### src/rtl/pfa_pkg.sv
// ----------------------------------------------------------------------------
// pfa_pkg: shared definitions for the page frame allocator
// Sizes, command and status codes, table entry layout and the
// controller/datapath interface structs.
// ----------------------------------------------------------------------------
package pfa_pkg;

  localparam int FREE_DEPTH  = 1024;
  localparam int TABLE_DEPTH = 1024;
  localparam int PAGE_BYTES  = 4096;

  localparam int PAGE_SHIFT = $clog2(PAGE_BYTES);
  localparam int PG_W       = 32 - PAGE_SHIFT;
  localparam int CNT_W      = $clog2(FREE_DEPTH + 1);
  localparam int STK_AW     = $clog2(FREE_DEPTH);
  localparam int TBL_AW     = (TABLE_DEPTH > 1) ? $clog2(TABLE_DEPTH) : 1;

  localparam logic [15:0] OWNER_NONE = 16'hFFFF;

  typedef enum logic [1:0] {
    CMD_FREE    = 2'd0,
    CMD_ALLOC   = 2'd1,
    CMD_INSPECT = 2'd2,
    CMD_NONE    = 2'd3
  } cmd_t;

  localparam logic [1:0] STAT_OK    = 2'd0;
  localparam logic [1:0] STAT_EMPTY = 2'd1;
  localparam logic [1:0] STAT_BAD   = 2'd2;
  localparam logic [1:0] STAT_FULL  = 2'd3;

  localparam logic [1:0] CFG_KERNEL_END  = 2'd0;
  localparam logic [1:0] CFG_PHYS_TOP    = 2'd1;
  localparam logic [1:0] CFG_KERNEL_BASE = 2'd2;
  localparam logic [1:0] CFG_TRACKING    = 2'd3;

  typedef enum logic [2:0] {
    ST_CLEAR,
    ST_IDLE,
    ST_EXEC,
    ST_LOOKUP,
    ST_FINISH
  } state_t;

  typedef struct packed {
    logic        used;
    logic [15:0] owner;
    logic [31:0] tick;
  } entry_t;

  typedef struct packed {
    logic clear;
    logic load;
    logic exec;
    logic lookup;
    logic finish;
    logic emit;
  } dp_cmd_t;

  typedef struct packed {
    cmd_t cmd;
    logic empty;
    logic clear_last;
  } dp_stat_t;

  // True when a frame index falls inside the owner table.
  function automatic logic in_table(input logic [31:0] idx);
    return idx < 32'(TABLE_DEPTH);
  endfunction

endpackage

### src/rtl/pfa_ctrl.sv
// ----------------------------------------------------------------------------
// pfa_ctrl: command sequencer
// Runs the table clearing pass after reset, then steps each command through
// exec and, as needed, stack lookup and table access; raises the result strobe.
// ----------------------------------------------------------------------------
module pfa_ctrl import pfa_pkg::*; (
  input  logic     clk,
  input  logic     rst,
  input  logic     start,
  output logic     busy,
  output logic     done,
  output dp_cmd_t  ctl,
  input  dp_stat_t stat
);

  state_t state;
  state_t state_next;

  always_ff @(posedge clk) begin
    if (rst) begin
      state <= ST_CLEAR;
      done  <= 1'b0;
    end else begin
      state <= state_next;
      done  <= ctl.emit;
    end
  end

  always_comb begin
    ctl        = '0;
    state_next = state;
    unique case (state)
      ST_CLEAR: begin
        ctl.clear = 1'b1;
        if (stat.clear_last) begin
          state_next = ST_IDLE;
        end
      end
      ST_IDLE: begin
        if (start) begin
          ctl.load   = 1'b1;
          state_next = ST_EXEC;
        end
      end
      ST_EXEC: begin
        ctl.exec = 1'b1;
        case (stat.cmd)
          CMD_ALLOC: begin
            if (stat.empty) begin
              ctl.emit   = 1'b1;
              state_next = ST_IDLE;
            end else begin
              state_next = ST_LOOKUP;
            end
          end
          CMD_INSPECT: state_next = ST_FINISH;
          default: begin
            ctl.emit   = 1'b1;
            state_next = ST_IDLE;
          end
        endcase
      end
      ST_LOOKUP: begin
        ctl.lookup = 1'b1;
        state_next = ST_FINISH;
      end
      ST_FINISH: begin
        ctl.finish = 1'b1;
        ctl.emit   = 1'b1;
        state_next = ST_IDLE;
      end
      default: state_next = ST_IDLE;
    endcase
  end

  assign busy = (state != ST_IDLE);

endmodule

### config.mk
export PLATFORM = sky130hd
export DESIGN_NAME = pfa_ctrl
export DESIGN_NICKNAME = d
export VERILOG_FILES = /design/src/rtl/pfa_pkg.sv /design/src/rtl/pfa_ctrl.sv
export SDC_FILE = /design/constraint.sdc
export NUM_CORES = 1
export LEC_CHECK = 0
export ABC_CLOCK_PERIOD_IN_PS = 1100
export BUFFER_PORTS_ARGS = -buffer_cell sky130_fd_sc_hd__buf_2
export CAP_MARGIN = 5
export CORE_AREA = 5 5 42 44
export CTS_CLUSTER_SIZE = 25
export DETAILED_ROUTE_END_ITERATION = 6
export DIE_AREA = 0 0 47 49
export SLEW_MARGIN = 20
export SYNTH_ARGS = -nofsm -noshare
export SYNTH_HDL_FRONTEND = slang
export SYNTH_SLANG_ARGS = --single-unit
### constraint.sdc
create_clock -name clk -period 1.1 [get_ports clk]
set_input_delay 0.165 -clock clk [delete_from_list [all_inputs] [get_ports clk]]
set_output_delay 0.165 -clock clk [all_outputs]
set_load 0.01 [all_outputs]
## Word level (Yosys, flattened, before mapping)

Cells that the tools add are included.

| operators by class | value |
|---|---|
| reductions and logical operators | 2 |
| mux-type cells | 14 |
| equality and inequality tests | 9 |

Operator list:

| kind | number |
|---|---|
| 3-bit one-hot mux with 4 select lines | 1 |
| 1-bit two-way mux | 7 |
| 3-bit by 2-bit == test with 1-bit output (second input constant) | 2 |
| 3-bit two-way mux | 2 |
| 3-bit one-hot mux with 2 select lines | 1 |
| 2-bit inequality test (second input constant) | 2 |
| 1-bit one-hot mux with 2 select lines | 2 |
| 3-bit by 1-bit == test with 1-bit output (second input constant) | 1 |
| 3-bit == test (second input constant) | 1 |
| 3-bit zero test | 1 |
| 3-bit by 1-bit inequality test with 1-bit output (second input constant) | 1 |
| 2-bit by 1-bit == test with 1-bit output (second input constant) | 1 |
| 2-bit == test (second input constant) | 1 |
| 2-bit two-way mux | 1 |
| 2-bit AND reduction | 1 |

| storage, ports and cells | value |
|---|---|
| output and inout port bits | 8 |
| flip-flop bits (word level) | 4 |
| bits of input ports | 7 |

## Logic depth before layout (Yosys ltp)

| logic depth | value |
|---|---|
| depth in word-level cells | 3 |
| depth in mapped cells | 4 |

## Worst setup path before layout

OpenSTA, ideal clock, no wires.

| path | value |
|---|---|
| path kind | flip-flop to output port |
| from | register state[1] |
| to | output ctl[4] (netlist name) |
| data arrival time | 1014 ps |
| path slack | -79 ps |
| stages on the path, launching flop included | 4 |
| cells stage by stage | dfxtp_1 -> buf_6 -> or3b_1 -> nor2_1 |

RTL lines:

| what | line | RTL |
|---|---|---|
| from (decl) | pfa_ctrl.sv:16 | `state_t state;` |
| from (signal assigned) | pfa_ctrl.sv:24 | `state <= state_next;` |
| to (decl) | pfa_ctrl.sv:12 | `output dp_cmd_t ctl,` |

==> metrics <==
Mapped Cells=30; fin nets=64; Final Hold Viols=0; initial antenna violation count=0; Clock Latency Late Sink=0.23 ns; max-slew violations=0; Worst R2R Path Depth=4; post-DR vias/cell=4.31; ant diodes=0; vias in the first global route=295; hpwl dp=537 um; final wirelength=669 um; reg2reg start=state[2]; RSZ-0062 raised after global routing=yes; H-tree Lvls=1; Setup CP Type=reg -> out; status=complete, but fails checks; failing checks=setup timing; Ys Warns=0; Tcrit/Tclk final=1.23; Seq cells post-synth=4; Mean Syn Cell Area=8.59 sq um; CTS tree=built; global-route wire length before repair=1150 um; Slew headroom=0.823; Worst Hold End=state[1]; critical path fanouts, max=4; Routed Antenna Nets=0; largest net degree at the start of global routing=11; post-layout min period=1.36 ns; Starting Density=0.184; Max clock buf depth=2; root buf cell=clkbuf_4; die area=2300 sq um; Critical Path Source Type=register; Core Rows=14; Reg2Reg Setup Slack=0.07 ns; DRC viols=0; max cap viols=0; vias=306; CP Capture Type=primary output; fmax=737 MHz; GPL Wtd Cong=0.700; VDD IR max=0.000644 V; Syn-to-layout area delta=89.8%; share of cells above drive strength 1=0.691; hold path start=rst; GR Overflow Total=0; CP arrival=1.19 ns; hold_buf cts=0; Setup Viol. Count Final=7; unique cell type count in the Yosys netlist=17; Synth Cell Area=258 sq um; worst hold path stage count=2; Worst Skew=0.00340 ns; worst min path class=in -> reg; worst setup margin=-0.256 ns; utilization after layout=0.349; hold_ws=0.147 ns; fillers=155; Pwr per Cell Area=957 nW/um^2; Slew @ Worst Pin=0.264 ns; IO Port Bufs=14; Total Routing Usage GR=0.0704; CTS Buf Count=3; post-synthesis sequential area ratio=0.311; I/O pin cnt=15; Worst EP required=0.94 ns; Core Footprint=1400 sq um; capture point of the worst reg-to-reg path=done; WL/cell=9.42 um; die outline height=49 um; die width=47 um; DRT Pass-1 Iters=4; Synthesized Nets=37; CTS sink count=4; DR iter-0 viols=8; clock transition at the registers of the reported paths=0.04 ns; LEAKAGE=0.232 nW
[cell usage in the layout, fill, tap and decap left out, drive strengths merged]
| cell type | n |
|---|---|
| a211oi | 1 |
| a21oi | 2 |
| dfxtp | 4 |
| o31a | 2 |
| buf | 24 |
| and3b | 1 |
| nor3b | 2 |
| inv | 2 |
| or3b | 1 |
| nor2b | 1 |
| nor2 | 5 |
| nand3b | 2 |
| nor3 | 3 |
| nand2b | 1 |
| or2b | 1 |
| clkbuf | 3 |
[registers in the layout, summed over array words and instances, names as in the netlist]
signal / flops
state: 3
done: 1
[cells by family (layout without fill, tap and decap cells)]
kind of cell           after synthesis  after routing  share of synthesized area
AOI/OAI and AO/OA                    5              5                      0.136
and+or+nand+nor                     17             17                      0.461
buffers and inverters                4             29                     0.0922
DFF                                  4              4                      0.311
[cell usage after synthesis]
master    number  area share
and3b_1        1       0.034
nor2_1         5       0.073
inv_1          2       0.029
or2b_1         1       0.029
a211oi_1       1       0.029
nor3_2         2       0.078
nand3b_1       2       0.058
buf_6          1       0.044
dfxtp_1        4        0.31
or3b_1         1       0.034
nand2b_4       1       0.053
nor2b_1        1       0.024
a21oi_1        2       0.039
nor3_1         1       0.019
nor3b_1        2       0.058
o31a_1         2       0.068
buf_2          1       0.019
[report_power, final]
part | switching [W] | internal (W) | leakage, nW
registers | 0.00000558 | 0.000152 | 0.0341
logic | 0.0000609 | 0.0000771 | 0.184
clock network | 0.0000509 | 0.000121 | 0.0138
total | 0.000117 | 0.000351 | 0.232
[routing by layer]
layer	routed length [um]	vias to the layer above	GRT usage
li1	-	155	-
met1	279	136	0.0857
met2	318	15	0.0973
met3	71	0	0.0332
met4	0	0	0.0415
met5	0	-	0
[area by class of cell]
class / count / area [sq um] / area share
flip-flops and latches: 4 / 86.3 / 0.176
inverters: 2 / 7.51 / 0.0153
repair buffers: 24 / 173 / 0.353
clock buffers: 3 / 22.5 / 0.0460
well taps: 16 / 20.0 / 0.0409
multi-input cells: 22 / 180 / 0.368
[worst max-delay path by stage]
stage	slack, ns	endpoint	startpoint
final	-0.26	ctl[4]	state[1]
after global routing	-0.30	ctl[0]	state[2]
after CTS	-0.24	ctl[0]	state[2]
after detailed placement	-0.03	ctl[4]	state[2]
after global placement	-0.03	ctl[4]	state[1]
after floorplan	-0.02	ctl[4]	state[1]
[critical path, cell delays in order, from the launching register on]
cell and delay [ns]:
dfxtp_4 0.35, or3b_4 0.42, nor2_4 0.09, buf_6 0.10
[repair_timing]
action                                  4_1_cts  5_1_grt
pin swaps                                     2        3
resized for setup                             9        5
endpoints found under the setup margin        7        7
setup buffers                                 2        1
[per-stage QoR]
stage | setup TNS (ns) | worst slack (ns) | cell area [sq um] | cells | power, W
CTS | -1.37 | -0.244 | 477 | 71 | 0.000471
floorplan | -0.0161 | -0.0161 | 270 | 30 | 0.000227
detailed placement | -0.0480 | -0.0287 | 404 | 66 | 0.000275
global route | -1.68 | -0.304 | 489 | 71 | 0.000501
finish | -1.32 | -0.256 | 489 | 71 | 0.000468
global placement | -0.0388 | -0.0301 | 404 | 66 | 0.000276
(Power assumes the default switching activity.)
